$ cat src/rtl/itp_pkg.sv
`timescale 1ns / 1ps
// ----------------------------------------------------------------------------
// itp_pkg
// Shared types, character codes and helper functions for the infix to
// postfix converter.
// ----------------------------------------------------------------------------
package itp_pkg;

   localparam int CHAR_W = 8;
   localparam int CODE_W = 3;

   localparam logic [CHAR_W-1:0] CH_LPAR = 8'h28;  // (
   localparam logic [CHAR_W-1:0] CH_RPAR = 8'h29;  // )
   localparam logic [CHAR_W-1:0] CH_EQ   = 8'h3D;  // =
   localparam logic [CHAR_W-1:0] CH_ADD  = 8'h2B;  // +
   localparam logic [CHAR_W-1:0] CH_SUB  = 8'h2D;  // -
   localparam logic [CHAR_W-1:0] CH_MUL  = 8'h2A;  // *
   localparam logic [CHAR_W-1:0] CH_DIV  = 8'h2F;  // /
   localparam logic [CHAR_W-1:0] CH_UA   = 8'h41;  // A
   localparam logic [CHAR_W-1:0] CH_UZ   = 8'h5A;  // Z
   localparam logic [CHAR_W-1:0] CH_LA   = 8'h61;  // a
   localparam logic [CHAR_W-1:0] CH_LZ   = 8'h7A;  // z
   localparam logic [CHAR_W-1:0] CH_D0   = 8'h30;  // 0
   localparam logic [CHAR_W-1:0] CH_D9   = 8'h39;  // 9

   localparam logic [CODE_W-1:0] CODE_NONE = 3'd0;
   localparam logic [CODE_W-1:0] CODE_LPAR = 3'd1;
   localparam logic [CODE_W-1:0] CODE_ADD  = 3'd2;
   localparam logic [CODE_W-1:0] CODE_SUB  = 3'd3;
   localparam logic [CODE_W-1:0] CODE_MUL  = 3'd4;
   localparam logic [CODE_W-1:0] CODE_DIV  = 3'd5;

   typedef enum logic [2:0] {
      KIND_OTHER,
      KIND_OPERAND,
      KIND_LPAR,
      KIND_RPAR,
      KIND_EQ,
      KIND_OP
   } kind_type;

   typedef enum logic [1:0] {
      SEL_IN,
      SEL_TOP,
      SEL_EQ
   } emit_sel_type;

   typedef struct packed {
      logic         latch;
      logic         push_in;
      logic         push_cur;
      logic         read;
      logic         pop;
      logic         emit;
      emit_sel_type emit_sel;
      logic         emit_last;
   } cmd_type;

   typedef struct packed {
      kind_type in_kind;
      kind_type cur_kind;
      logic     count_zero;
      logic     count_one;
      logic     top_lpar;
      logic     top_rank_lt;
      logic     below_lpar;
      logic     below_rank_lt;
      logic     out_free;
   } status_type;

   function automatic kind_type classify(input logic [CHAR_W-1:0] ch);
      kind_type k;
      k = KIND_OTHER;
      if ((ch >= CH_UA && ch <= CH_UZ) || (ch >= CH_LA && ch <= CH_LZ) ||
          (ch >= CH_D0 && ch <= CH_D9))
         k = KIND_OPERAND;
      else if (ch == CH_LPAR)
         k = KIND_LPAR;
      else if (ch == CH_RPAR)
         k = KIND_RPAR;
      else if (ch == CH_EQ)
         k = KIND_EQ;
      else if (ch == CH_ADD || ch == CH_SUB || ch == CH_MUL || ch == CH_DIV)
         k = KIND_OP;
      return k;
   endfunction

   function automatic logic [CODE_W-1:0] code_of(input logic [CHAR_W-1:0] ch);
      logic [CODE_W-1:0] c;
      case (ch)
         CH_LPAR: c = CODE_LPAR;
         CH_ADD:  c = CODE_ADD;
         CH_SUB:  c = CODE_SUB;
         CH_MUL:  c = CODE_MUL;
         CH_DIV:  c = CODE_DIV;
         default: c = CODE_NONE;
      endcase
      return c;
   endfunction

   function automatic logic [CHAR_W-1:0] char_of(input logic [CODE_W-1:0] c);
      logic [CHAR_W-1:0] ch;
      case (c)
         CODE_LPAR: ch = CH_LPAR;
         CODE_ADD:  ch = CH_ADD;
         CODE_SUB:  ch = CH_SUB;
         CODE_MUL:  ch = CH_MUL;
         CODE_DIV:  ch = CH_DIV;
         default:   ch = '0;
      endcase
      return ch;
   endfunction

   function automatic logic [1:0] rank_of(input logic [CODE_W-1:0] c);
      logic [1:0] r;
      case (c)
         CODE_MUL, CODE_DIV: r = 2'd2;
         CODE_ADD, CODE_SUB: r = 2'd1;
         default:            r = 2'd0;
      endcase
      return r;
   endfunction

endpackage

$ cat src/rtl/infix_to_postfix_converter.sv
`timescale 1ns / 1ps
// An operand word shows on rsp in the cycle after it is taken; '(' and
// ignored characters are handled without leaving the idle state. ')', '='
// and operators pass the check state (one memory read) and the pop state for
// each stack entry popped; a new character is taken only in the idle state.
// Reset clears the stack count, overflow flag, output valid and the sequencer.
// ----------------------------------------------------------------------------
// infix_to_postfix_converter
// Shunting-yard converter: one infix character in, postfix words out.
// ----------------------------------------------------------------------------
module infix_to_postfix_converter #(
   parameter int STACK_DEPTH = 32
) (
   input  logic                       clock,
   input  logic                       reset,
   input  logic                       req_valid,
   output logic                       req_ready,
   input  logic [itp_pkg::CHAR_W-1:0] req_in_char,
   output logic                       rsp_valid,
   input  logic                       rsp_ready,
   output logic [itp_pkg::CHAR_W-1:0] rsp_out_char,
   output logic                       rsp_last,
   output logic                       rsp_overflow_seen
);
   import itp_pkg::*;

   cmd_type    cmd;
   status_type sts;

   itp_ctrl u_ctrl (
      .clock     (clock),
      .reset     (reset),
      .req_valid (req_valid),
      .req_ready (req_ready),
      .sts       (sts),
      .cmd       (cmd)
   );

   itp_dpath #(
      .STACK_DEPTH (STACK_DEPTH)
   ) u_dpath (
      .clock             (clock),
      .reset             (reset),
      .req_in_char       (req_in_char),
      .rsp_ready         (rsp_ready),
      .rsp_valid         (rsp_valid),
      .rsp_out_char      (rsp_out_char),
      .rsp_last          (rsp_last),
      .rsp_overflow_seen (rsp_overflow_seen),
      .cmd               (cmd),
      .sts               (sts)
   );

endmodule

$ cat src/rtl/itp_ctrl.sv
`timescale 1ns / 1ps
// ----------------------------------------------------------------------------
// itp_ctrl
// Sequencer: accepts characters and steps the operator stack through its
// check, pop and emit phases.
// ----------------------------------------------------------------------------
module itp_ctrl (
   input  logic               clock,
   input  logic               reset,
   input  logic               req_valid,
   output logic               req_ready,
   input  itp_pkg::status_type sts,
   output itp_pkg::cmd_type    cmd
);
   import itp_pkg::*;

   typedef enum logic [1:0] {
      S_IDLE,
      S_CHECK,
      S_POP,
      S_EQ
   } state_type;

   state_type state_ff;
   state_type state_in;

   always_ff @(posedge clock) begin
      if (reset) begin
         state_ff <= S_IDLE;
      end else begin
         state_ff <= state_in;
      end
   end

   always_comb begin
      state_in      = state_ff;
      req_ready     = 1'b0;
      cmd           = '0;
      cmd.emit_sel  = SEL_IN;
      unique case (state_ff)
         S_IDLE: begin
            req_ready = sts.out_free;
            if (req_valid && sts.out_free) begin
               cmd.latch = 1'b1;
               case (sts.in_kind)
                  KIND_OPERAND: begin
                     cmd.emit      = 1'b1;
                     cmd.emit_sel  = SEL_IN;
                     cmd.emit_last = 1'b1;
                  end
                  KIND_LPAR: cmd.push_in = 1'b1;
                  KIND_RPAR, KIND_EQ, KIND_OP: state_in = S_CHECK;
                  default: ;
               endcase
            end
         end
         S_CHECK: begin
            // fetch the entry below the top for the next pop
            cmd.read = 1'b1;
            if (sts.count_zero) begin
               case (sts.cur_kind)
                  KIND_EQ: state_in = S_EQ;
                  KIND_OP: begin
                     cmd.push_cur = 1'b1;
                     state_in     = S_IDLE;
                  end
                  default: state_in = S_IDLE;
               endcase
            end else if (sts.cur_kind == KIND_OP &&
                         (sts.top_lpar || sts.top_rank_lt)) begin
               cmd.push_cur = 1'b1;
               state_in     = S_IDLE;
            end else begin
               state_in = S_POP;
            end
         end
         S_POP: begin
            if (sts.top_lpar) begin
               // drop the paren without a word
               cmd.pop = 1'b1;
               if (sts.cur_kind == KIND_EQ)
                  state_in = sts.count_one ? S_EQ : S_CHECK;
               else
                  state_in = S_IDLE;
            end else if (sts.out_free) begin
               cmd.pop      = 1'b1;
               cmd.emit     = 1'b1;
               cmd.emit_sel = SEL_TOP;
               case (sts.cur_kind)
                  KIND_RPAR: begin
                     cmd.emit_last = sts.count_one || sts.below_lpar;
                     state_in      = sts.count_one ? S_IDLE : S_CHECK;
                  end
                  KIND_EQ: begin
                     cmd.emit_last = 1'b0;
                     state_in      = sts.count_one ? S_EQ : S_CHECK;
                  end
                  default: begin
                     cmd.emit_last = sts.count_one || sts.below_lpar ||
                                     sts.below_rank_lt;
                     state_in      = S_CHECK;
                  end
               endcase
            end
         end
         S_EQ: begin
            if (sts.out_free) begin
               cmd.emit      = 1'b1;
               cmd.emit_sel  = SEL_EQ;
               cmd.emit_last = 1'b1;
               state_in      = S_IDLE;
            end
         end
         default: state_in = S_IDLE;
      endcase
   end

endmodule

$ cat src/rtl/itp_dpath.sv
`timescale 1ns / 1ps
// ----------------------------------------------------------------------------
// itp_dpath
// Operator stack memory with a cached top entry, stack count, sticky
// overflow flag and the result output register.
// ----------------------------------------------------------------------------
module itp_dpath #(
   parameter int STACK_DEPTH = 32
) (
   input  logic                        clock,
   input  logic                        reset,
   input  logic [itp_pkg::CHAR_W-1:0]  req_in_char,
   input  logic                        rsp_ready,
   output logic                        rsp_valid,
   output logic [itp_pkg::CHAR_W-1:0]  rsp_out_char,
   output logic                        rsp_last,
   output logic                        rsp_overflow_seen,
   input  itp_pkg::cmd_type            cmd,
   output itp_pkg::status_type         sts
);
   import itp_pkg::*;

   localparam int AW = (STACK_DEPTH > 1) ? $clog2(STACK_DEPTH) : 1;
   localparam int CW = $clog2(STACK_DEPTH + 1);

   logic [CODE_W-1:0] mem [STACK_DEPTH];

   logic [CW-1:0]     count_ff;
   logic              overflow_ff;
   logic [CODE_W-1:0] top_ff;
   logic [CODE_W-1:0] below_ff;
   logic [CODE_W-1:0] cur_code_ff;
   kind_type          cur_kind_ff;
   logic              rsp_valid_ff;
   logic [CHAR_W-1:0] rsp_char_ff;
   logic              rsp_last_ff;
   logic              rsp_ovf_ff;

   logic              full;
   logic              push;
   logic [CODE_W-1:0] push_code;
   logic [CHAR_W-1:0] emit_char;
   logic [AW-1:0]     rd_idx;
   logic [AW-1:0]     wr_idx;

   assign full      = (count_ff == CW'(STACK_DEPTH));
   assign push      = cmd.push_in || cmd.push_cur;
   assign push_code = cmd.push_in ? CODE_LPAR : cur_code_ff;
   assign rd_idx    = AW'(count_ff - CW'(2));
   assign wr_idx    = AW'(count_ff);

   always_comb begin
      case (cmd.emit_sel)
         SEL_TOP: emit_char = char_of(top_ff);
         SEL_EQ:  emit_char = CH_EQ;
         default: emit_char = req_in_char;
      endcase
   end

   always_ff @(posedge clock) begin
      if (push && !full)
         mem[wr_idx] <= push_code;
      if (cmd.read)
         below_ff <= mem[rd_idx];
   end

   always_ff @(posedge clock) begin
      if (reset) begin
         count_ff     <= '0;
         overflow_ff  <= 1'b0;
         rsp_valid_ff <= 1'b0;
      end else begin
         if (push) begin
            if (full)
               overflow_ff <= 1'b1;
            else
               count_ff <= count_ff + CW'(1);
         end else if (cmd.pop) begin
            count_ff <= count_ff - CW'(1);
         end
         if (cmd.emit)
            rsp_valid_ff <= 1'b1;
         else if (rsp_ready)
            rsp_valid_ff <= 1'b0;
      end
   end

   always_ff @(posedge clock) begin
      if (push && !full)
         top_ff <= push_code;
      else if (cmd.pop)
         top_ff <= below_ff;
      if (cmd.latch) begin
         cur_code_ff <= code_of(req_in_char);
         cur_kind_ff <= classify(req_in_char);
      end
      if (cmd.emit) begin
         rsp_char_ff <= emit_char;
         rsp_last_ff <= cmd.emit_last;
         rsp_ovf_ff  <= overflow_ff;
      end
   end

   always_comb begin
      sts.in_kind       = classify(req_in_char);
      sts.cur_kind      = cur_kind_ff;
      sts.count_zero    = (count_ff == '0);
      sts.count_one     = (count_ff == CW'(1));
      sts.top_lpar      = (top_ff == CODE_LPAR);
      sts.top_rank_lt   = (rank_of(top_ff) < rank_of(cur_code_ff));
      sts.below_lpar    = (below_ff == CODE_LPAR);
      sts.below_rank_lt = (rank_of(below_ff) < rank_of(cur_code_ff));
      sts.out_free      = !rsp_valid_ff || rsp_ready;
   end

   assign rsp_valid         = rsp_valid_ff;
   assign rsp_out_char      = rsp_char_ff;
   assign rsp_last          = rsp_last_ff;
   assign rsp_overflow_seen = rsp_ovf_ff;

endmodule
$ cat config.mk
export PLATFORM = sky130hd
export DESIGN_NAME = infix_to_postfix_converter
export DESIGN_NICKNAME = d
export VERILOG_FILES = /design/src/rtl/itp_pkg.sv /design/src/rtl/infix_to_postfix_converter.sv /design/src/rtl/itp_ctrl.sv /design/src/rtl/itp_dpath.sv
export SDC_FILE = /design/constraint.sdc
export NUM_CORES = 1
export LEC_CHECK = 0
export ABC_CLOCK_PERIOD_IN_PS = 6800
export BUFFER_PORTS_ARGS = -buffer_cell sky130_fd_sc_hd__buf_2
export CORE_MARGIN = 3
export CORE_UTILIZATION = 65
export DETAILED_ROUTE_END_ITERATION = 6
export GPL_ROUTABILITY_DRIVEN = 0
export PLACE_DENSITY = 0.85
export RECOVER_POWER = 25
export SYNTH_ARGS = -nofsm -noshare
export SYNTH_HDL_FRONTEND = slang
export SYNTH_SLANG_ARGS = --single-unit
$ cat constraint.sdc
create_clock -name clock -period 6.8 [get_ports clock]
set_input_delay 0.34 -clock clock [delete_from_list [all_inputs] [get_ports clock]]
set_output_delay 0.34 -clock clock [all_outputs]
set_load 0.005 [all_outputs]
Word-level counts from Yosys, hierarchy flattened. Memory sizes are Yosys's and may differ from the RTL's. A register that Yosys moved wholly into a read port is not among the register bits. Cells that the tools add are included.

Add/subtract/negate cells: 3. Magnitude comparators: 8. Eq/ne operators: 41. Muxes and demuxes: 51. Reduce and logical (&&, ||, !) cells: 33.

Operators with widths (number): $eq 8x6->1 const B (7); $eq 3x3->1 const B (10); $pmux 6 s5 (1); $eq 3x2->1 const B (9); $mux 2 (13); $mux 3 (8); $mux 6 (3); $ge 8x7->1 const B (2); $le 8x7->1 const B (2); $mux 4 (4); $pmux 2 s2 (4); $pmux 8 s2 (1); $pmux 3 s5 (1); $mux 1 (12); $pmux 4 s3 (1); $reduce_or 2->1 (6); $logic_or 1x1->1 (10); $eq 3x1->1 const B (3); $ge 8x6->1 const B (1); $le 8x6->1 const B (1); $pmux 2 s4 (1); $add 6x1->6 const B (1); $eq 2x2->1 const B (3); $eq 6x1->1 const B (1); 18 further kinds (31).

Register bits: 29. RAM bits: 96. Input port bits: 12. Output and inout port bits: 12. Logic and storage cells: 147. Memories kept: 1.

Memory list: u_dpath.mem (depth 32, bits a word 3, rd ports 1, clocked after Yosys merged registers in 1, wr ports 1, line itp_dpath.sv:26) `logic [CODE_W-1:0] mem [STACK_DEPTH];`.

Depth between registers and ports, before layout.
Depth in word-level cells: 17. Depth in mapped cells: 11. Gate-level depth less buffers: 8.

By module. From an unflattened synthesis, not the netlist that was laid out.

Cell total of the unflattened synthesis: 453. Area, all modules: 6140.9 sq um.

Modules (own cells, without submodules): itp_dpath (instances 1, cells an instance 403, area an instance 5785.5 sq um, seq. area each 3703.6 sq um); itp_ctrl (instances 1, cells an instance 50, area an instance 355.3 sq um, seq. area each 40.0 sq um).

Least setup slack after synthesis. Ideal clock, no wire load.

Path kind: register to register. Start point: reg u_dpath.count_ff[1]. End point: mem u_dpath.mem[20][0] (enable). Library setup time: 0.319 ns. Arrival time: 2.527 ns. Required time: 6.481 ns. Setup slack: 3.955 ns. Stages on the path, launching flop included: 12. Path buffers: 3. Clock period less this slack: 2.845 ns. Path through: dfxtp_1 clkbuf_1 clkbuf_1 inv_1 ha_1 nor2b_1 nand3b_1 a21oi_1 nor2_1 or3_1 clkbuf_1 nor2_1.

Word-level cells in the longest chain between the ends: 7. Elaborated cells between the ends (all ways): 9. Classes of those cells: eq/ne (1); mux (4); reduce/logical (4).

RTL lines: start: declaration (line itp_dpath.sv:28) `logic [CW-1:0] count_ff;`; start signal: assignment (line itp_dpath.sv:77) `count_ff <= count_ff + CW'(1);`; start signal: assignment (line itp_dpath.sv:79) `count_ff <= count_ff - CW'(1);`; $logic_not 6->1 (line itp_dpath.sv:107) `sts.count_zero = (count_ff == '0);`; $mux 1 (line itp_ctrl.sv:60) `if (sts.count_zero) begin`; $mux 2 (line itp_ctrl.sv:40) `unique case (state_ff)`; $logic_or 1x1->1 (line itp_dpath.sv:47) `assign push = cmd.push_in || cmd.push_cur;`; $logic_and 1x1->1 (line itp_dpath.sv:61) `if (push && !full)`; $mux 1 (line itp_dpath.sv:61); $mux 1 (not written as such) (line itp_dpath.sv:62) `mem[wr_idx] <= push_code;`; end: declaration (line itp_dpath.sv:26).

Several ways; a longest one is shown, not always the timed one.

Worst setup path in the final report.
Start point: reg u_dpath.count_ff[0]. End point: mem u_dpath.mem[4][2] (enable).

Same word-level chain as after synthesis.

==> qor.csv <==
stage,metric,value,unit
final_layout,final net count,454,
route,DRT antenna net count,0,
synth,post-synth cell types,57,
die,I/O pins,24,
cts,Max Buffers Root-to-Sink,2,
synth,sequential share of the synthesized area,63.2,%
placement,cell count after placement,520,
final_layout,Filler Cells Inserted,496,
pwr,P_leak,0.00222,uW
sta,final max-slew violation count,0,
route,average wire per standard cell,23.1,um
synth,Yosys warning count,0,
sta,crit path time final,3.19,ns
cts,CTS sink count,128,
die,Die Area,10300,um^2
setup_path,CP Launch Type,register,
final_layout,area occupied by multi-input gates,2040,um^2
sta,max_slew headroom,23.3,%
final_layout,"commonest cells after routing, fill and taps aside","edfxtp_1 (118), nor2_1 (50), mux4_2 (30)",
global_routing,pin count of the biggest net entering global routing,34,
final_layout,ANT cells,0,
cts,hold-fix buffers at CTS,0,
synth,"Avg Cell Area, Syn",14.7,um^2
die,CORE AREA,8760,um^2
cts,htree depth,4,
final_layout,Post-Layout Cell Count,552,
synth,Synth async-reset ratio,0,%
synth,post-synthesis cell area,5920,um^2
final_layout,post-synthesis to final-layout area growth,12.7,%
synth,main flop type after synthesis,edfxtp_1,
placement,DP Area,6110,um^2
setup_path,crit path DAT,3.37,ns
route,via count,3742,
sta,unrepaired setup endpoints after global routing,no,
synth,#FFs+latches synth,128,
synth,cells after synthesis,403,
setup_path,critical path peak fanout,30,
run_status,outcome,finished clean,
final_layout,fin area,6670,um^2
placement,post-DP HPWL,8030,um
die,Row Count,34,
cts,post-CTS setup buffer count,0,
sta,Final Cycle Share,46.9,%
placement,IO Port Bufs,23,
route,initial DRC count,548,
die,die span in y,101,um
final_layout,layout cells sized above 1,20.7,%
die,die width,101,um
sta,final hold vios,0,
run,max capacitance violation total,0,
sta,Hold Slack,0.172,ns
sta,worst slew pin tran,1.15,ns
sta,f_max,0.314,GHz
die,Initial Utilization,67.5,%
cts,CTS root buffer,clkbuf_8,
final_layout,"commonest non-fill, non-tap cell in the layout",edfxtp_1,
global_routing,first-pass GRT wire length,20000,um
route,# DRC,0,
setup_path,CP endpoint kind,register,
final_layout,storage element area,3740,um^2
global_routing,initial antenna violation count,0,
sta,post-route setup TNS,0,ns
cts,worst-skew pair later-pin latency,0.51,ns
route,DRT Wirelength,12800,um
synth,syn_nets,426,
pwr,PD cells,267,nW/um^2
setup_path,"Req. time, crit path",6.98,ns
cts,CTS resizes,0,
cts,clock slew at reported path FFs,0.06,ns
route,DR vias/cell,6.78,
route,1st-pass router iterations,5,
sta,worst clock skew,0.00723,ns
synth,"EDFF count, synth",118,
sta,"Setup violations, final",0,
cts,CTS tree,built,
setup_path,critical path type,reg2reg,
global_routing,vias in the first global route,3653,
global_routing,GRT overflow,0,
min_path,worst hold-check path type,in2reg,
pwr,worst vdd ir,0.000171,V
global_routing,Total Routing Usage GR,26.9,%
cts,TritonCTS buffer count,17,
==> flip-flops by register name, summed over array words and instances (netlist names), 2 cells and up <==
name / count
u_dpath.below_ff: 3
u_dpath.top_ff: 3
u_ctrl.state_ff: 2
u_dpath.rsp_out_char: 8
u_dpath.cur_kind_ff: 3
u_dpath.mem: 96
u_dpath.cur_code_ff: 3
u_dpath.count_ff: 6
==> worst paths after layout <==
path,startpoint,to,slack [ns],depth (start not counted)
worst max register to register,u_dpath.count_ff[0],u_dpath.mem[4][2],3.61,8
worst max-delay path,u_dpath.count_ff[0],u_dpath.mem[4][2],3.61,8
worst min-delay path,req_in_char[6],u_dpath.rsp_out_char[6],0.17,2
worst min register to register,u_dpath.overflow_ff,u_dpath.rsp_overflow_seen,0.47,0
==> where the power goes <==
group,total (uW),switching [uW],internal [uW]
clock network,871,343,528
registers,867,3.53,863
logic,46.0,30.5,15.5
==> cells by family (layout without fill, tap and decap cells) <==
kind of cell             after synthesis  in the layout  synth area share, %
AO/OA/AOI/OAI                         58             58                 7.10
XOR/XNOR                               7              7                 1.04
adder cells (fa/ha/maj)               11             11                 2.33
buffers and inverters                 31             72                 2.35
flip-flops                           128            128                 63.2
multiplexers                          37             37                 12.7
AND/OR/NAND/NOR                      131            131                 11.2
==> final cells by class <==
cell class              count  share of cell area (%)
multi-input cells         244                    30.5
well taps                 108                    2.03
clock inverters            14                    2.33
inverters                  14                   0.788
flip-flops and latches    128                    56.1
clock buffers              18                    6.27
repair buffers             26                    1.91
==> critical path: stages (launching register included) <==
cell and delay [ns]:
dfxtp_2 0.60, inv_1 0.24, ha_1 0.28, nor2b_1 0.23, nand3b_1 0.24, a21oi_1 0.32
nor2_1 0.13, or3_1 0.50, nor2_1 0.32
==> layer usage <==
layer  track usage (%)  wire length (um)  up-vias  share of wire (%)
li1                  -                 -     1627                  -
met1              36.5              4720     1825                 37
met2              43.7              6590      251                 52
met3              5.65              1140       39                8.9
met4              9.41               314        0                2.5
met5                 0                 0        -                  0
==> per-stage QoR <==
step                      power (uW)  util, %  worst slack (ns)
after floorplan                  911        -              3.95
after global placement           927     69.7              3.75
after detailed placement         928     69.7              3.65
after CTS                       1790     76.2              3.62
after global routing            1830     76.1              3.33
final                           1780     76.1              3.61
==> synthesized netlist by cell type (2+ instances only) <==
| master | instances | area share (%) |
|---|---|---|
| nor3b_1 | 3 | 0.38 |
| a211oi_1 | 3 | 0.38 |
| or4_1 | 2 | 0.25 |
| and2_1 | 6 | 0.63 |
| nand3_1 | 10 | 0.85 |
| inv_1 | 14 | 0.89 |
| o31ai_1 | 3 | 0.38 |
| mux2_2 | 7 | 1.3 |
| nand2_1 | 16 | 1.0 |
| a21oi_1 | 13 | 1.1 |
| dfxtp_1 | 10 | 3.4 |
| a2111o_1 | 2 | 0.38 |
| o2111ai_1 | 2 | 0.30 |
| a31oi_1 | 3 | 0.32 |
| o21ai_0 | 12 | 1.0 |
| clkbuf_1 | 10 | 0.63 |
| buf_2 | 3 | 0.25 |
| nand2b_1 | 13 | 1.4 |
| buf_6 | 2 | 0.38 |
| ha_1 | 11 | 2.3 |
| a211o_1 | 2 | 0.30 |
| nor2b_1 | 10 | 1.1 |
| mux4_2 | 30 | 11 |
| or3_1 | 2 | 0.21 |
| and3_1 | 5 | 0.53 |
| xor2_1 | 2 | 0.30 |
| nor3_1 | 6 | 0.51 |
| a21o_1 | 2 | 0.25 |
| nor2_1 | 50 | 3.2 |
| xnor2_1 | 5 | 0.74 |
| edfxtp_1 | 118 | 60 |
No activity file was read; power rests on OpenSTA's default activity.
